## src/sv/blp_pkg.sv

```systemverilog
// Shared types for the line point generator: controller state,
// controller-to-datapath commands and datapath status.
// No dependencies.
`default_nettype none

package blp_pkg;

  typedef enum logic [1:0] {
    ST_IDLE,
    ST_SETUP,
    ST_RUN
  } blp_state_t;

  typedef struct packed {
    logic load;   // capture endpoints of an accepted request
    logic setup;  // derive deltas, direction and initial error
    logic step;   // advance to the next point
  } blp_cmd_t;

  typedef struct packed {
    logic zero_len;  // endpoints are equal, line has no points
    logic last;      // current point is the final one
  } blp_stat_t;

endpackage

`default_nettype wire

```

## src/sv/blp_if.sv

```systemverilog
// Valid/ready channel interfaces: line request and line point.
// Depends on nothing; width follows COORD_BITS.
`default_nettype none

interface blp_req_if #(parameter int COORD_BITS = 6);
  logic                  valid;
  logic                  ready;
  logic [COORD_BITS-1:0] start_x;
  logic [COORD_BITS-1:0] start_y;
  logic [COORD_BITS-1:0] end_x;
  logic [COORD_BITS-1:0] end_y;

  modport source (output valid, output start_x, output start_y, output end_x,
                  output end_y, input ready);
  modport sink   (input valid, input start_x, input start_y, input end_x,
                  input end_y, output ready);
endinterface

interface blp_pt_if #(parameter int COORD_BITS = 6);
  logic                  valid;
  logic                  ready;
  logic [COORD_BITS-1:0] point_x;
  logic [COORD_BITS-1:0] point_y;
  logic                  last_point;

  modport source (output valid, output point_x, output point_y,
                  output last_point, input ready);
  modport sink   (input valid, input point_x, input point_y,
                  input last_point, output ready);
endinterface

`default_nettype wire

```

## src/sv/blp_ctrl.sv

```systemverilog
// Controller for the line point generator: idle, setup and run states.
// Depends on blp_pkg for the state type and command/status structs.
`default_nettype none

module blp_ctrl import blp_pkg::*; (
  input  logic      clk,
  input  logic      rst_n,
  input  logic      in_valid,
  output logic      in_ready,
  output logic      out_valid,
  input  logic      out_ready,
  input  blp_stat_t stat,
  output blp_cmd_t  cmd
);

  blp_state_t state_r, state_nxt;

  always_ff @(posedge clk) begin
    if (!rst_n) begin
      state_r <= ST_IDLE;
    end else begin
      state_r <= state_nxt;
    end
  end

  always_comb begin
    state_nxt = state_r;
    unique case (state_r)
      ST_IDLE: begin
        if (in_valid) state_nxt = ST_SETUP;
      end
      ST_SETUP: begin
        // drop straight back when the endpoints coincide
        state_nxt = stat.zero_len ? ST_IDLE : ST_RUN;
      end
      ST_RUN: begin
        if (out_ready && stat.last) state_nxt = ST_IDLE;
      end
      default: state_nxt = ST_IDLE;
    endcase
  end

  always_comb begin
    in_ready  = 1'b0;
    out_valid = 1'b0;
    cmd       = '0;
    unique case (state_r)
      ST_IDLE: begin
        in_ready = 1'b1;
        cmd.load = in_valid;
      end
      ST_SETUP: begin
        cmd.setup = 1'b1;
      end
      ST_RUN: begin
        out_valid = 1'b1;
        cmd.step  = out_ready;
      end
      default: begin
        in_ready = 1'b0;
      end
    endcase
  end

endmodule

`default_nettype wire

```

## src/sv/blp_dp.sv

```systemverilog
// Datapath for the line point generator: endpoint capture, setup of the
// Bresenham deltas and error, and the per-point stepper.
// Depends on blp_pkg for the command/status structs.
`default_nettype none

module blp_dp import blp_pkg::*; #(
  parameter int COORD_BITS = 6
) (
  input  logic                  clk,
  input  blp_cmd_t              cmd,
  output blp_stat_t             stat,
  input  logic [COORD_BITS-1:0] start_x,
  input  logic [COORD_BITS-1:0] start_y,
  input  logic [COORD_BITS-1:0] end_x,
  input  logic [COORD_BITS-1:0] end_y,
  output logic [COORD_BITS-1:0] point_x,
  output logic [COORD_BITS-1:0] point_y,
  output logic                  last_point
);

  localparam int C = COORD_BITS;
  localparam int E = COORD_BITS + 3;  // signed error, covers +/- 4*max delta

  logic [C-1:0] ax_r, ay_r, bx_r, by_r;
  logic [C-1:0] maj_r, min_r, cnt_r, dmaj_r, dmin_r;
  logic         xmaj_r, neg_r;
  logic [E-1:0] err_r;

  // setup terms from the captured endpoints
  logic [C-1:0] adx, ady, maj0, min0, min1, dmaj, dmin;
  logic         xmaj, swap;
  logic [E-1:0] err0;

  always_comb begin
    adx  = (ax_r >= bx_r) ? ax_r - bx_r : bx_r - ax_r;
    ady  = (ay_r >= by_r) ? ay_r - by_r : by_r - ay_r;
    xmaj = ady < adx;
    if (xmaj) begin
      swap = ax_r > bx_r;
      maj0 = swap ? bx_r : ax_r;
      min0 = swap ? by_r : ay_r;
      min1 = swap ? ay_r : by_r;
      dmaj = adx;
      dmin = ady;
    end else begin
      swap = ay_r > by_r;
      maj0 = swap ? by_r : ay_r;
      min0 = swap ? bx_r : ax_r;
      min1 = swap ? ax_r : bx_r;
      dmaj = ady;
      dmin = adx;
    end
    err0 = {2'b00, dmin, 1'b0} - {3'b000, dmaj};
  end

  // stepper terms
  logic         err_pos;
  logic [E-1:0] err_nxt;
  logic [C-1:0] min_nxt;

  always_comb begin
    err_pos = !err_r[E-1] && (err_r != '0);
    err_nxt = err_r + {2'b00, dmin_r, 1'b0}
              - (err_pos ? {2'b00, dmaj_r, 1'b0} : {E{1'b0}});
    if (!err_pos) begin
      min_nxt = min_r;
    end else if (neg_r) begin
      min_nxt = min_r - {{(C-1){1'b0}}, 1'b1};
    end else begin
      min_nxt = min_r + {{(C-1){1'b0}}, 1'b1};
    end
  end

  always_ff @(posedge clk) begin
    if (cmd.load) begin
      ax_r <= start_x;
      ay_r <= start_y;
      bx_r <= end_x;
      by_r <= end_y;
    end
    if (cmd.setup) begin
      xmaj_r <= xmaj;
      neg_r  <= min1 < min0;
      maj_r  <= maj0;
      min_r  <= min0;
      cnt_r  <= dmaj;
      dmaj_r <= dmaj;
      dmin_r <= dmin;
      err_r  <= err0;
    end else if (cmd.step) begin
      maj_r <= maj_r + {{(C-1){1'b0}}, 1'b1};
      min_r <= min_nxt;
      cnt_r <= cnt_r - {{(C-1){1'b0}}, 1'b1};
      err_r <= err_nxt;
    end
  end

  assign stat.zero_len = (ax_r == bx_r) && (ay_r == by_r);
  assign stat.last     = cnt_r == {{(C-1){1'b0}}, 1'b1};

  assign point_x    = xmaj_r ? maj_r : min_r;
  assign point_y    = xmaj_r ? min_r : maj_r;
  assign last_point = stat.last;

endmodule

`default_nettype wire

```

## src/sv/bresenham_line_points_top.sv

```systemverilog
// Line point generator: one request with two endpoints in, the Bresenham
// raster points out, one beat per point in rising major-axis order, the
// endpoint with the larger major-axis coordinate excluded. The first point
// follows the request beat after a setup state. The single point stepper
// serves one line until its last point is taken; equal endpoints give none.
// Reset: rst_n synchronous active low returns the controller to idle.
`default_nettype none

module bresenham_line_points_top import blp_pkg::*; #(
  parameter int COORD_BITS = 6
) (
  input  logic     clk,
  input  logic     rst_n,
  blp_req_if.sink  in_req,
  blp_pt_if.source out_pt
);

  blp_cmd_t  cmd;
  blp_stat_t stat;

  blp_ctrl u_ctrl (
    .clk       (clk),
    .rst_n     (rst_n),
    .in_valid  (in_req.valid),
    .in_ready  (in_req.ready),
    .out_valid (out_pt.valid),
    .out_ready (out_pt.ready),
    .stat      (stat),
    .cmd       (cmd)
  );

  blp_dp #(.COORD_BITS(COORD_BITS)) u_dp (
    .clk        (clk),
    .cmd        (cmd),
    .stat       (stat),
    .start_x    (in_req.start_x),
    .start_y    (in_req.start_y),
    .end_x      (in_req.end_x),
    .end_y      (in_req.end_y),
    .point_x    (out_pt.point_x),
    .point_y    (out_pt.point_y),
    .last_point (out_pt.last_point)
  );

endmodule

`default_nettype wire

```

## src/flat_wrapper.sv

```systemverilog
// flat-port wrapper written by rule: the top's interface ports become plain ports
module bresenham_line_points_top_flat import blp_pkg::*;
#(
  parameter int COORD_BITS = 6
)
  (clk, rst_n, in_req_valid, in_req_start_x, in_req_start_y, in_req_end_x, in_req_end_y, in_req_ready, out_pt_valid, out_pt_point_x, out_pt_point_y, out_pt_last_point, out_pt_ready);
  blp_req_if #(.COORD_BITS(COORD_BITS)) in_req_i ();
  blp_pt_if #(.COORD_BITS(COORD_BITS)) out_pt_i ();
  input  logic clk;
  input  logic rst_n;
  input wire logic [$bits(in_req_i.valid)-1:0] in_req_valid;
  input wire logic [$bits(in_req_i.start_x)-1:0] in_req_start_x;
  input wire logic [$bits(in_req_i.start_y)-1:0] in_req_start_y;
  input wire logic [$bits(in_req_i.end_x)-1:0] in_req_end_x;
  input wire logic [$bits(in_req_i.end_y)-1:0] in_req_end_y;
  output wire logic [$bits(in_req_i.ready)-1:0] in_req_ready;
  output wire logic [$bits(out_pt_i.valid)-1:0] out_pt_valid;
  output wire logic [$bits(out_pt_i.point_x)-1:0] out_pt_point_x;
  output wire logic [$bits(out_pt_i.point_y)-1:0] out_pt_point_y;
  output wire logic [$bits(out_pt_i.last_point)-1:0] out_pt_last_point;
  input wire logic [$bits(out_pt_i.ready)-1:0] out_pt_ready;
  assign in_req_i.valid = in_req_valid;
  assign in_req_i.start_x = in_req_start_x;
  assign in_req_i.start_y = in_req_start_y;
  assign in_req_i.end_x = in_req_end_x;
  assign in_req_i.end_y = in_req_end_y;
  assign in_req_ready = in_req_i.ready;
  assign out_pt_valid = out_pt_i.valid;
  assign out_pt_point_x = out_pt_i.point_x;
  assign out_pt_point_y = out_pt_i.point_y;
  assign out_pt_last_point = out_pt_i.last_point;
  assign out_pt_i.ready = out_pt_ready;
  bresenham_line_points_top #(.COORD_BITS(COORD_BITS)) u_core (.clk(clk), .rst_n(rst_n), .in_req(in_req_i), .out_pt(out_pt_i));
endmodule
```

## config.mk

```make
export PLATFORM = sky130hd
export DESIGN_NAME = bresenham_line_points_top_flat
export DESIGN_NICKNAME = d
export VERILOG_FILES = /design/src/sv/blp_pkg.sv /design/src/sv/blp_if.sv /design/src/sv/blp_ctrl.sv /design/src/sv/blp_dp.sv /design/src/sv/bresenham_line_points_top.sv /design/src/flat_wrapper.sv
export SDC_FILE = /design/constraint.sdc
export NUM_CORES = 1
export LEC_CHECK = 0
export ABC_CLOCK_PERIOD_IN_PS = 5800
export BUFFER_PORTS_ARGS = -buffer_cell sky130_fd_sc_hd__buf_2
export CORE_ASPECT_RATIO = 1.1
export CORE_MARGIN = 2
export CORE_UTILIZATION = 57
export CTS_BUF_LIST = sky130_fd_sc_hd__clkbuf_2 sky130_fd_sc_hd__clkbuf_4 sky130_fd_sc_hd__clkbuf_8
export CTS_CLUSTER_DIAMETER = 50
export DETAILED_ROUTE_END_ITERATION = 6
export PLACE_DENSITY = 0.79
export SLEW_MARGIN = 20
export SYNTH_ARGS = -nofsm -noshare
export SYNTH_HDL_FRONTEND = slang
export SYNTH_SLANG_ARGS = --single-unit
export TNS_END_PERCENT = 30
```

## constraint.sdc

```tcl
create_clock -name clk -period 5.8 [get_ports clk]
set_clock_uncertainty 0.2 [all_clocks]
set_input_delay 1.16 -clock clk [delete_from_list [all_inputs] [get_ports clk]]
set_output_delay 1.16 -clock clk [all_outputs]
set_load 0.005 [all_outputs]
```

-- After elaboration in Yosys (flattened, before gate mapping)
Index checks and enable logic that the tools add are counted.
- register bits: 67
- bits of input ports: 28
- output and inout bits: 15
- logic and storage cells: 82
- add/sub/neg operators: 11
- magnitude comparators: 6
- eq/ne operators: 7
- multiplexer cells: 35
- reductions and logical operators: 10
- operators with widths (cell ; count):
    $mux W6 ; 23
    $sub A6 B6 Y6 ; 4
    $mux W9 ; 2
    $add A6 B1 Y6 const B ; 2
    $eq A6 B6 Y1 ; 2
    $ge A6 B6 Y1 ; 2
    $gt A6 B6 Y1 ; 2
    $lt A6 B6 Y1 ; 2
    $sub A6 B1 Y6 const B ; 2
    $add A9 B7 Y9 ; 1
    $reduce_bool A9 Y1 ; 1
    $sub A9 B7 Y9 ; 1
    $sub A7 B6 Y8 ; 1
    $mux W7 ; 1
    $eq A6 B1 Y1 const B ; 1
    $mux W2 ; 3
    $pmux W2 S3 ; 1
    $mux W1 ; 5
    $ne A2 B2 Y1 const B ; 2
    $reduce_and A2 Y1 ; 2
    $reduce_bool A2 Y1 ; 2
    $logic_and A1 B1 Y1 ; 3
    $eq A2 B1 Y1 const B ; 1
    $eq A2 B2 Y1 const B ; 1
    2 further kinds ; 2

-- Depth between registers and ports, before layout
Gate-level depths: netlist (run 1).
- depth after elaboration: 6
- gate-level depth with buffers: 26
- mapped depth without buffers: 25

-- Hierarchy
From an unflattened synthesis (run 1), not the netlist that was laid out.
- cell total of the unflattened synthesis: 603
- area total of the unflattened synthesis: 5577.8 sq um
- modules (own cells, without submodules) (module ; times used ; cells an instance ; area an instance (sq um) ; seq. area each (sq um)):
    blp_dp ; 1 ; 591 ; 5462.7 ; 1951.9
    blp_ctrl ; 1 ; 12 ; 115.1 ; 40.0

-- Least setup slack after synthesis (run 1)
Ideal clock, no wire load.
- path type: reg2reg
- start point: register u_core.u_dp.ay_r[0]
- end point: register u_core.u_dp.err_r[6] (data pin)
- setup time: 0.258 ns
- arrival: 5.118 ns
- setup slack: 0.224 ns
- cell stages (with the launch flop): 26
- path through: edfxtp_1 -> inv_1 -> ha_1 -> inv_1 -> fa_1 -> and3_4 -> o311a_1 -> o211ai_2 -> a21o_1 -> and2_4 -> inv_4 -> ha_1 -> a2111oi_0 -> o21a_1 -> nor2_4 -> inv_2 -> clkbuf_1 -> buf_2 -> a21oi_1 -> fa_1 -> inv_1 -> a21o_1 -> nor4_1 -> o32ai_2 -> mux2i_1 -> nand2_1
- cells in the longest elaborated chain, start to end: 6
- elaborated cells between the ends (all ways): 9
- RTL lines (element ; line ; text):
    start, declared ; blp_dp.sv:24 ; logic [C-1:0] ax_r, ay_r, bx_r, by_r;
    start signal, assigned ; blp_dp.sv:77 ; ay_r <= start_y;
    $sub A6 B6 Y6 or $ge A6 B6 Y1 (tied branches) ; blp_dp.sv:36 ; ady = (ay_r >= by_r) ? ay_r - by_r : by_r - ay_r;
    $mux W6 * ; blp_dp.sv:36 ;
    $lt A6 B6 Y1 ; blp_dp.sv:37 ; xmaj = ady < adx;
    $mux W6 * ; blp_dp.sv:38 ; if (xmaj) begin
    via u_core.u_dp.dmaj[1] ; blp_dp.sv:30 ; logic [C-1:0] adx, ady, maj0, min0, min1, dmaj, dmin;
    $sub A7 B6 Y8 * ; blp_dp.sv:53 ; err0 = {2'b00, dmin, 1'b0} - {3'b000, dmaj};
    $mux W9 * ; blp_dp.sv:81 ; if (cmd.setup) begin
    end signal, assigned ; blp_dp.sv:89 ; err_r <= err0;
    end signal, assigned ; blp_dp.sv:94 ; err_r <= err_nxt;
    end, declared ; blp_dp.sv:27 ; logic [E-1:0] err_r;
The timed path passes the listed nets; every way through them passes the cells marked *.
A chain may end at the register's enable or synchronous reset.

-- Worst setup path in the final report (run 1)
- start point: register u_core.u_dp.ay_r[0]
- end point: register u_core.u_dp.err_r[6] (data pin)
- cells in the longest elaborated chain, start to end: 6
- elaborated cells between the ends (all ways): 9
- RTL lines (element ; line):
    $sub A6 B6 Y6 or $ge A6 B6 Y1 (tied branches) ; blp_dp.sv:36
    $mux W6 * ; blp_dp.sv:36
    $lt A6 B6 Y1 ; blp_dp.sv:37
    $mux W6 * ; blp_dp.sv:38
    via u_core.u_dp.dmin[0] ; blp_dp.sv:30
    $sub A7 B6 Y8 * ; blp_dp.sv:53
    $mux W9 * ; blp_dp.sv:81
Marked as above.

==> metrics.md, run 1 <==
| Metric | Value |
|---|---|
| HP Class | reg -> reg |
| Failing checks | design-rule violations |
| Row count | 38 |
| Simple-Gate Fraction of Synth Area | between 10% and 20% |
| Nets | around 760 |
| Global routing usage on met2 | roughly two fifths |
| Post-synth ARST share | 0% |
| Met1 GRT Util | 33.29% |
| Post-synthesis mux area share | under 10% |
| Post-synthesis compound-gate area fraction | 20.53% |
| Combinational power share | between 60 and 70% |
| Status | finished, violations left |
| Post-synth EDFFs | 65 |
| Critical path required time | roughly 5700 ps |
| CP arrival | between 5000 and 6000 ps |
| M3 GR Usage | 3.972% |
| Initial drt markers | about 400 |
| Initial antenna violation count | 0 |
| Synth cell types | 75 |
| Final instance area | roughly 0.0064 mm² |
| Ys Warns | 0 |
| Worst r2r src | u_core.u_dp.ay_r[0] |
| Gate Count Post-Synth | 629 |
| RD Place Congestion | roughly 0.96 |
| Layout cell share with drive strength beyond 1 | a little under a fifth |
| RSZ-0062 raised after global routing | no |
| PD cells | 532.0 mW/mm² |
| WL per Instance | between 15 and 20 µm |
| Core Region | ~0.0099 mm² |
| Synthesized Nets | between 700 and 800 |
| Net Sw Frac | a little under half |
| Final Hold Viols | 0 |
| VDD IR-drop max | roughly 270 µV |
| Crit path launch | u_core.u_dp.ay_r[0] |
| Slew HR | 35.45% |
| Worst skew pair latency | between 300 and 400 ps |
| Adder-cell share of the synthesized area | around 15% |
| Layout fillers | around 760 |
| Layer with the highest usage | met2 |
| Clock Tree Buf Depth | 2 |
| DP Worst Slack | approximately 190 ps |
| Top FF cell, synth | edfxtp_1 |
| Post-synth top area cell | edfxtp_1 |
| MaxCap Viol Count | 0 |
| #FFs+latches synth | 67 |
| I/O pin count | between 40 and 50 |
| Synth top area cells | edfxtp_1, ha_1, a21oi_1, inv_1, fa_1 |
| GRT Util Overall | 25.10% |
| CP max FO | 7 |
| Clock root buffer | clkbuf_8 |
| Final HPWL DP | around 10000 µm |
| Via density | around 6 |
| Overflow after GRT | 0 |
| Horiz. Die Dim | ~100 µm |
| Die Footprint | roughly 0.011 mm² |
| Hold-fix buffers at CTS | 0 |
| Synth-to-layout area growth | 9.845% |
| Slew @ Worst Pin | 967.2 ps |
| Sequential power share | 22.4% |
| ANT cells | 0 |
| Pleak | 0.002812 µW |
| Total number of vias | about 4700 |
| H-tree levels | 3 |
| Post-Place Cell Area | around 0.006 mm² |
| # DRC | 7 |
| Clk network pwr share | between 10% and 20% |
| Post-Route Setup TNS | 0 ps |
| Final WL | between 10000 and 15000 µm |
| CP Capture Type | flip-flop |
| Antenna Nets Post-Route | 0 |
| CP Launch Type | flip-flop |
| Final WS setup | roughly 430 ps |
| Port Buffer Count | 42 |
| Min-delay src | u_core.u_ctrl.state_r[1] |
| Max Slew Vio Count | 0 |
| Synthesized area per cell | 9.254 µm² |
| WS Path Type | reg -> reg |
| Xor-xnor portion of the synthesized cell area | 3.762% |
| Tmin final | 5367 ps |
| Initial core utilization | roughly three fifths |
| Mapped Area | ~0.0058 mm² |
| First-pass GRT wire length | about 22000 µm |
| Internal power | around 1900 µW |
| TritonCTS clock tree | yes |
| Die H | 110.0 µm |
| CTS buffer count | 9 |
| Sw power | between 1500 and 2000 µW |
| Share of the synthesized area in the top cell type | between 30% and 40% |
| Max Freq | ~190 MHz |
| Final worst path period share | about 93% |
| DRT Pass-1 Iters | 7 |
| Finish-stage setup viols | 0 |
| Main combinational cell family by area after synthesis | compound AO/OA/AOI/OAI gates |
| Number of global-route vias before repair | ~4500 |
| Clk slew on worst S/H paths | ~80 ps |
| Largest net degree at the start of global routing | 43 |
| Post-synthesis sequential area ratio | between 30% and 40% |
| Clock net sink count | 67 |
-- power by group through the flow --
| stage | combinational [µW] | sequential, µW | clock [µW] |
|---|---|---|---|
| global route | 2450 | 771 | 450 |
| detailed placement | 2140 | 770 | 0 |
| CTS | 2160 | 760 | 438 |
| finish | 2210 | 760 | 433 |
| global placement | 2050 | 766 | 0 |
| floorplan | 1670 | 746 | 0 |
-- cells in the final DEF (no fill, tap or decap), drive strengths merged, types with 7 or more instances in the layout --
master	n
inv	83
edfxtp	65
a21oi	62
nand2	55
nor2	55
buf	50
ha	48
o21ai	40
a21o	18
xnor2	18
mux2	13
fa	13
and2	13
nand3	10
mux2i	10
o211ai	10
clkbuf	9
and3	9
nor4	8
nor2b	7
xor2	7
-- cell families after synthesis --
| family | Yosys count |
|---|---|
| and+or+nand+nor | 176 |
| adders and majority gates | 61 |
| xor gates and xnor gates | 25 |
| muxes | 23 |
| buffers and inverters | 105 |
| DFF | 67 |
| AOI/OAI and AO/OA | 172 |
-- metrics by stage --
step / total power (µW) / util [%] / instances / hold WS [ps]
3_5_place_dp: 2907 / 62.13 / 775 / 400.1
5_1_grt: 3673 / 64.65 / 791 / 440.1
6_report: 3402 / 64.65 / 791 / 408.3
3_3_place_gp: 2818 / 62.13 / 775 / 386.5
4_1_cts: 3358 / 64.28 / 790 / 413.1
2_1_floorplan: 2420 / - / 629 / 384.2
-- flip-flops by register name, indices dropped and copies added (netlist names) --
name	flops
u_core.u_dp.dmaj_r	6
u_core.u_dp.ay_r	6
u_core.u_dp.neg_r	1
u_core.u_dp.cnt_r	6
u_core.u_dp.maj_r	6
u_core.u_dp.bx_r	6
u_core.u_dp.by_r	6
u_core.u_dp.dmin_r	6
u_core.u_dp.ax_r	6
u_core.u_dp.xmaj_r	1
u_core.u_dp.err_r	9
u_core.u_ctrl.state_r	2
u_core.u_dp.min_r	6
-- critical path, cell delays in order, from the launching register on --
cell and delay [ps]:
edfxtp_1 420, inv_1 80, ha_1 150, inv_1 50, fa_1 400, and3_4 190
o311a_1 350, o211ai_2 160, a21o_1 150, and2_4 200, inv_4 50, ha_1 320
a2111oi_2 360, o21a_1 240, nor2_4 80, mux2i_2 270, inv_1 100, fa_1 440
inv_1 70, a21o_1 220, nor4_1 90, o32ai_2 280, mux2i_1 210, nand2_1 60
-- cell usage after synthesis (all sizes together), types with 8 or more instances --
| cell type | number |
|---|---|
| edfxtp | 65 |
| o21ai | 40 |
| o211ai | 10 |
| clkbuf | 16 |
| ha | 48 |
| xnor2 | 18 |
| and2 | 13 |
| mux2 | 13 |
| nor4 | 8 |
| mux2i | 10 |
| nand2 | 55 |
| fa | 13 |
| and3 | 9 |
| a21oi | 62 |
| nor2 | 55 |
| inv | 82 |
| nand3 | 10 |
| a21o | 18 |
-- final timing paths --
check,endpoint,slack [ps],cells past startpoint
setup / recovery,u_core.u_dp.err_r[6],430,23
hold / removal,u_core.u_ctrl.state_r[0],410,2
setup reg to reg,u_core.u_dp.err_r[6],430,23
hold reg to reg,u_core.u_ctrl.state_r[0],410,2
-- routing by layer --
| layer | wire (µm) | vias up |
|---|---|---|
| li1 | - | 2286 |
| met1 | 5571 | 2190 |
| met2 | 6446 | 199 |
| met3 | 1045 | 24 |
| met4 | 299 | 0 |
| met5 | 0 | - |
-- area by class of cell --
type,instances,area [µm²],share of cell area [%]
multi-input combinational,457,3455,54.03
sequential,67,1992,31.15
inverter,82,310.3,4.853
timing repair buffer,50,274.0,4.286
tap,120,150.1,2.348
clock buffer,9,123.9,1.937
clock inverter,6,88.84,1.389
-- repair_timing --
item	in CTS	in global routing
resized for setup	0	8
buffers inserted	0	1
endpoints found under the setup margin	0	7
Note: power is estimated with default switching activity, not from simulation.
==> run 2: changes to the inputs <==
ABC_AREA = 1   (was default)
==> metrics.md, run 2 <==
| Metric | Value |
|---|---|
| Pleak | 0.003063 µW (+8.9%) |
| Clk slew on worst S/H paths | 80 ps (about the same) |
| Worst hold slack | 333.0 ps (-75.28 ps) |
| Max FFs per register | 9 (unchanged) |
| Largest Register | u_core.u_dp.err_r |
| Synth-to-layout area growth | 8.550% |
| Synthesized area per cell | 7.718 µm² (-17%) |
| Die H | 109.5 µm (-0.46%) |
| Initial antenna violation count | 0 (unchanged) |
| Overflow after GRT | 0 (unchanged) |
| Flop-to-flop setup slack | 720 ps (+290 ps) |
| Reg-to-reg endpoint | u_core.u_dp.err_r[6] |
| Post-synth EDFFs | 65 (unchanged) |
| Horiz. Die Dim | 99.89 µm (-0.46%) |
| Min-Delay Path Depth | 1 (-1) |
| Hold endpoint | u_core.u_ctrl.state_r[0] |
| CP Launch Type | flip-flop |
| RD Place Congestion | 0.9635 (+0.22%) |
| Final instance area | 0.006259 mm² (-2.1%) |
| Commonest non-fill, non-tap cells in the layout | nand2_1, inv_1, o21ai_0 |
| Min-delay src | u_core.u_ctrl.state_r[0] |
| Post-cts resize count | 0 (unchanged) |
| Tmin final | 5076 ps (-291.3 ps) |
| Reg2Reg Depth | 29 (+26%) |
| Most numerous cell in the Yosys netlist | nand2_1 |
| Clock root buffer | clkbuf_8 |
| Number of global-route vias before repair | 4878 (+8.8%) |
| CP max FO | 28 (+21) |
| Slowest stage delay, CP | 450 ps (about the same) |
| Post-synth ARST share | 0% (unchanged) |
| Final Hold Viols | 0 (unchanged) |
| Slowest CP cell | fa_1 |
| Slew @ Worst Pin | 1021 ps (+53.40 ps) |
| Final worst path period share | 87.51% (-5.0 points) |
| Die Footprint | 0.01094 mm² (-0.92%) |
| Layout cell share with drive strength beyond 1 | 13.72% (-4.5 points) |
| Largest net degree at the start of global routing | 40 (-7.0%) |
| Clock net sink count | 67 (unchanged) |
| Nets | 871 (+15%) |
| Final WL | 13570 µm (+1.5%) |
| Port Buffer Count | 42 (unchanged) |
| H-tree levels | 3 (unchanged) |
| Initial core utilization | 58.58% (-0.28 points) |
| I/O pin count | 43 (unchanged) |
| Post-CTS Setup Inserts | 0 (unchanged) |
| CP arrival | 4980 ps (-310 ps) |
| Initial drt markers | 375 (-6.5%) |
| Post-synthesis sequential area ratio | 34.55% (+0.33 points) |
| Status | finished, final reports clean |
| Finish-stage setup viols | 0 (unchanged) |
| Via density | 5.680 (-4.4%) |
| Final HPWL DP | 10380 µm (+1.3%) |
| Top FF cell, synth | edfxtp_1 |
| HP Class | reg -> reg |
| # DRC | 0 (-7) |
| Core Region | 0.009842 mm² (-0.48%) |
| Worst skew pair latency | 350 ps (-20 ps) |
| Max Freq | 197.0 MHz (+5.7%) |
| Most used cell, CP | nand2_1 |
| Post-Route Setup TNS | 0 ps (unchanged) |
| Post-synth top area cell | edfxtp_1 |
| PD cells | 466.9 mW/mm² (-12%) |
| Total number of vias | 5152 (+9.6%) |
| ANT cells | 0 (unchanged) |
| Antenna Nets Post-Route | 0 (unchanged) |
| Synth top area cells | edfxtp_1, ha_1, nand2_1, inv_1, o21ai_0 |
| CTS buffer count | 9 (unchanged) |
| Share of the synthesized area in the top cell type | 33.85% (+0.32 points) |
| Worst r2r src | u_core.u_dp.ax_r[0] |
| Hold-fix buffers at CTS | 0 (unchanged) |
| Critical path required time | 5700 ps (-30 ps) |
| WS Path Type | reg -> reg |
| Slew HR | 31.24% (-4.2 points) |
| RSZ-0062 raised after global routing | no |
| TritonCTS clock tree | yes |
| DRT Pass-1 Iters | 5 (-2) |
| Post-Place Cell Area | 0.006042 mm² (-1.7%) |
| Ys Warns | 0 (unchanged) |
| Gate Count Post-Synth | 747 (+19%) |
| VDD IR-drop max | 224.1 µV (-17%) |
| Synth cell types | 39 (-48%) |
| Synthesized Nets | 836 (+16%) |
| Mapped Area | 0.005766 mm² (-0.95%) |
| CP Capture Type | flip-flop |
| Clock Tree Buf Depth | 2 (unchanged) |
| #FFs+latches synth | 67 (unchanged) |
| First-pass GRT wire length | 22070 µm (+2.6%) |
| GRT Util Overall | 25.90% (+0.80 points) |
| Synth top cells by count | nand2_1, inv_1, o21ai_0 |
| MaxCap Viol Count | 0 (unchanged) |
| Max Slew Vio Count | 0 (unchanged) |
| Commonest non-fill, non-tap cell in the layout | nand2_1 |
| WL per Instance | 14.96 µm (-11%) |
| Row count | 38 (unchanged) |
==> run 2: changes by cell type after synthesis, sizes merged, moves of 9 or more <==
cell	previous run	this run
xnor2	18	5
a21o	18	0
nand2	55	179
nand3	10	45
and3	9	0
mux2	13	0
inv	82	125
a21oi	62	50
and2	13	1
o21ai	40	83
==> run 2: critical path: cells and delay by family (launching register included) <==
kind | cells | cell delay (ps)
and+or+nand+nor | 17 | 1770
adders and majority gates | 4 | 1290
buffers and inverters | 6 | 780
DFF | 1 | 430
AOI/OAI and AO/OA | 2 | 370
==> run 2: worst max-delay path by stage <==
stage                                    from              endpoint  slack [ps]
final                     u_core.u_dp.ax_r[0]  u_core.u_dp.err_r[6]         720
after global routing      u_core.u_dp.ax_r[0]  u_core.u_dp.err_r[6]         350
after CTS                 u_core.u_dp.ax_r[0]  u_core.u_dp.err_r[6]         750
after detailed placement  u_core.u_dp.ax_r[0]  u_core.u_dp.err_r[6]         780
after global placement    u_core.u_dp.ax_r[0]  u_core.u_dp.err_r[6]         950
after floorplan           u_core.u_dp.ax_r[0]  u_core.u_dp.err_r[6]        1170
==> run 2: final cells by class <==
class,count,area [µm²]
Clock buffer,9,123.9
Sequential cell,67,1992
Timing Repair Buffer,46,240.2
Fill cell,858,3583
Inverter,125,471.7
Multi-Input combinational cell,533,3188
Tap cell,120,150.1
Clock inverter,7,92.59
==> run 2: kinds of logic (layout without fill, tap and decap cells) <==
family                   after synthesis  after routing  share of synthesized area [%]
AO/OA/AOI/OAI                        150            150                          13.67
buffers and inverters                147            187                          10.29
AND/OR/NAND/NOR                      302            302                          23.48
flip-flops                            67             67                          34.55
XOR/XNOR                              18             18                          2.734
adder cells (fa/ha/maj)               61             61                          14.93
multiplexers                           2              2                         0.3472
==> run 2: per-stage QoR <==
stage / util (%) / instances / power, µW / worst slack [ps]
3_3_place_gp: 61.39 / 891 / 2379 / 952.9
6_report: 63.59 / 907 / 2922 / 724.5
2_1_floorplan: - / 747 / 2057 / 1170
3_5_place_dp: 61.39 / 891 / 2465 / 775.9
5_1_grt: 63.59 / 907 / 3190 / 353.2
4_1_cts: 63.59 / 907 / 2905 / 749.2
==> run 2: per-layer routing <==
| layer | up-vias | GRT usage, % | wire [µm] |
|---|---|---|---|
| met5 | - | 0 | 0 |
| met1 | 2375 | 32.19 | 5648 |
| met4 | 0 | 12.62 | 564 |
| met3 | 51 | 4.323 | 938 |
| li1 | 2511 | - | - |
| met2 | 215 | 44.02 | 6417 |
==> run 2: where the power goes <==
part | internal (µW) | leakage [µW] | switching (µW) | total [µW]
combinational | 628 | 0.00232 | 1140 | 1770
clock | 241 | 0.000113 | 191 | 432
sequential | 672 | 0.000626 | 50.9 | 723
==> run 3: changes to the inputs <==
CORE_ASPECT_RATIO = 1.2   (was 1.1)
SYNTH_HIERARCHICAL = 1   (was default)
==> metrics.md, run 3 <==
| Metric | Value |
|---|---|
| CP Launch Type | flip-flop |
| CP Capture Type | flip-flop |
| Status | finished, final reports clean |
| Pleak | 0.003074 µW (+0.36%) |
| Gate Count Post-Synth | 752 (+0.67%) |
| Post-synth top area cell | edfxtp_1 |
| Antenna Nets Post-Route | 0 (unchanged) |
| Most numerous cell in the Yosys netlist | nand2_1 |
| Clock Tree Buf Depth | 2 (unchanged) |
| PD cells | 452.1 mW/mm² (-3.2%) |
| DP Worst Slack | 991.8 ps (+215.9 ps) |
| Final Hold Viols | 0 (unchanged) |
| Synthesized area per cell | 7.795 µm² (+0.99%) |
| Util after Layout | 62.84% (-0.75 points) |
| Post-synth EDFFs | 65 (unchanged) |
| Synthesized Nets | 841 (+0.60%) |
| Final HPWL DP | 10550 µm (+1.6%) |
| Largest delay share family, worst path | simple AND/OR/NAND/NOR gates |
| Layout cell share with drive strength beyond 1 | 15.21% (+1.5 points) |
| Most used cell, CP | nand2_1 |
| Clk slew on worst S/H paths | 80 ps (about the same) |
| RD Place Congestion | 0.9423 (-2.2%) |
| WL per Instance | 14.64 µm (-2.2%) |
| Top FF cell, synth | edfxtp_1 |
| Initial core utilization | 58.56% (about the same) |
| VDD IR-drop max | 209.4 µV (-6.6%) |
| Slew @ Worst Pin | 1049 ps (+28.23 ps) |
| Max Slew Vio Count | 0 (unchanged) |
| Final WL | 13390 µm (-1.3%) |
| Nets | 873 (+0.23%) |
| Commonest non-fill, non-tap cells in the layout | nand2_1, inv_1, o21ai_0 |
| Slowest stage delay, CP | 430 ps (-20 ps) |
| Core Region | 0.01001 mm² (+1.7%) |
| Largest Register | u_core/u_dp/err_r |
| Synth-to-layout area growth | 7.300% |
| Post-Route Setup TNS | 0 ps (unchanged) |
| First-pass GRT wire length | 22260 µm (+0.84%) |
| ANT cells | 0 (unchanged) |
| Share of the synthesized area in the top cell type | 33.30% (-0.56 points) |
| Initial drt markers | 301 (-20%) |
| Post-synthesis sequential area ratio | 33.98% (-0.57 points) |
| Critical path required time | 5710 ps (about the same) |
| Commonest non-fill, non-tap cell in the layout | nand2_1 |
| CTS buffer count | 9 (unchanged) |
| # DRC | 0 (unchanged) |
| Total number of vias | 5007 (-2.8%) |
| Die Footprint | 0.01111 mm² (+1.6%) |
| Buf/Inv on CP | 6 (unchanged) |
| GRT Util Overall | 25.85% (-0.045 points) |
| Final WS setup | 919.5 ps (+195.1 ps) |
| Number of global-route vias before repair | 4895 (+0.35%) |
| Max Freq | 204.9 MHz (+4.0%) |
| Clock net sink count | 67 (unchanged) |
| Row count | 40 (+5.3%) |
| Finish-stage setup viols | 0 (unchanged) |
| MaxCap Viol Count | 0 (unchanged) |
| Hold-fix buffers at CTS | 0 (unchanged) |
| Via density | 5.472 (-3.7%) |
| Ys Warns | 6 (+6) |
| TritonCTS clock tree | yes |
| Worst skew pair latency | 350 ps (about the same) |
| Slew HR | 29.34% (-1.9 points) |
| Initial antenna violation count | 0 (unchanged) |
| H-tree levels | 3 (unchanged) |
| CP arrival | 4790 ps (-190 ps) |
| Tot Pwr | 2844 µW (-2.7%) |
| Slowest CP cell | edfxtp_1 |
| WS Path Type | reg -> reg |
| Overflow after GRT | 0 (unchanged) |
| DRT Pass-1 Iters | 5 (unchanged) |
| Synth cell types | 46 (+18%) |
| Tmin final | 4880 ps (-195.1 ps) |
| Max FFs per register | 9 (unchanged) |
| #FFs+latches synth | 67 (unchanged) |
| Final worst path period share | 84.15% (-3.4 points) |
| Post-CTS Setup Inserts | 0 (unchanged) |
| Mapped Area | 0.005862 mm² (+1.7%) |
| Synth top area cells | edfxtp_1, ha_1, nand2_1, inv_1, o21ai_0 |
| Horiz. Die Dim | 96.58 µm (-3.3%) |
| CP max FO | 28 (unchanged) |
| RSZ-0062 raised after global routing | no |
| Port Buffer Count | 42 (unchanged) |
| HP Class | reg -> reg |
| Clock root buffer | clkbuf_8 |
| I/O pin count | 43 (unchanged) |
| Post-synth ARST share | 0% (unchanged) |
| Post-cts resize count | 0 (unchanged) |
| Synth top cells by count | nand2_1, inv_1, o21ai_0 |
| Die H | 115.1 µm (+5.1%) |
| Largest net degree at the start of global routing | 35 (-13%) |
run 3: changes by cell type in the layout (fill, tap and decap cells not counted), moves of 3 or more:
cell	before	now
nand3_1	37	41
nor2_2	1	4
a21oi_1	49	43
o21ai_0	80	70
o211ai_1	3	6
run 3: report_power, final:
| part | switching [µW] | internal (µW) | total [µW] | leakage [µW] |
|---|---|---|---|---|
| clock network | 183 | 153 | 337 | 0.0000868 |
| logic | 1150 | 635 | 1780 | 0.00236 |
| registers | 51.1 | 672 | 723 | 0.000626 |
| total | 1380 | 1460 | 2840 | 0.00307 |
run 3: path summary, 6_finish.rpt:
path / start / end / slack [ps] / depth (start not counted)
hold reg to reg: u_core/u_ctrl/state_r[0] / u_core/u_ctrl/state_r[1] / 310 / 2
setup / recovery: u_core/u_dp/ax_r[0] / u_core/u_dp/err_r[6] / 920 / 31
setup reg to reg: u_core/u_dp/ax_r[0] / u_core/u_dp/err_r[6] / 920 / 31
hold / removal: u_core/u_ctrl/state_r[0] / u_core/u_ctrl/state_r[1] / 310 / 2
run 3: worst min-delay path: cells and delay by family (launching register included):
family / cells / cell delay, ps
AO/OA/AOI/OAI: 1 / 50
flip-flops: 1 / 340
AND/OR/NAND/NOR: 1 / 80
run 3: per-stage QoR:
step	std cells	hold WS, ps	area (µm²)
2_1_floorplan	752	282.9	5862
3_3_place_gp	899	289.4	6117
3_5_place_dp	899	302.9	6117
4_1_cts	915	314.0	6285
5_1_grt	915	337.5	6290
6_report	915	312.0	6290
run 3: final cells by class:
class                           count  area [µm²]
Fill cell                         882        3720
Tap cell                          126       157.7
Sequential cell                    67        1992
Multi-Input combinational cell    534        3254
Inverter                          126       478.0
Timing Repair Buffer               46       240.2
Clock inverter                      7       43.79
Clock buffer                        9       123.9
run 3: metal layers:
layer	track usage, %	part of all wire, %
met5	0	0
met3	4.784	4.7
met1	30.92	42
met4	10.33	2.9
met2	45.46	50
run 3: logic make-up after synthesis:
| group | after synthesis | synth area share, % |
|---|---|---|
| buffers and inverters | 151 | 10.67 |
| adders and majority gates | 61 | 14.69 |
| xor gates and xnor gates | 18 | 2.689 |
| DFF | 67 | 33.98 |
| and+or+nand+nor | 311 | 24.40 |
| muxes | 2 | 0.3415 |
| AOI/OAI and AO/OA | 142 | 13.23 |
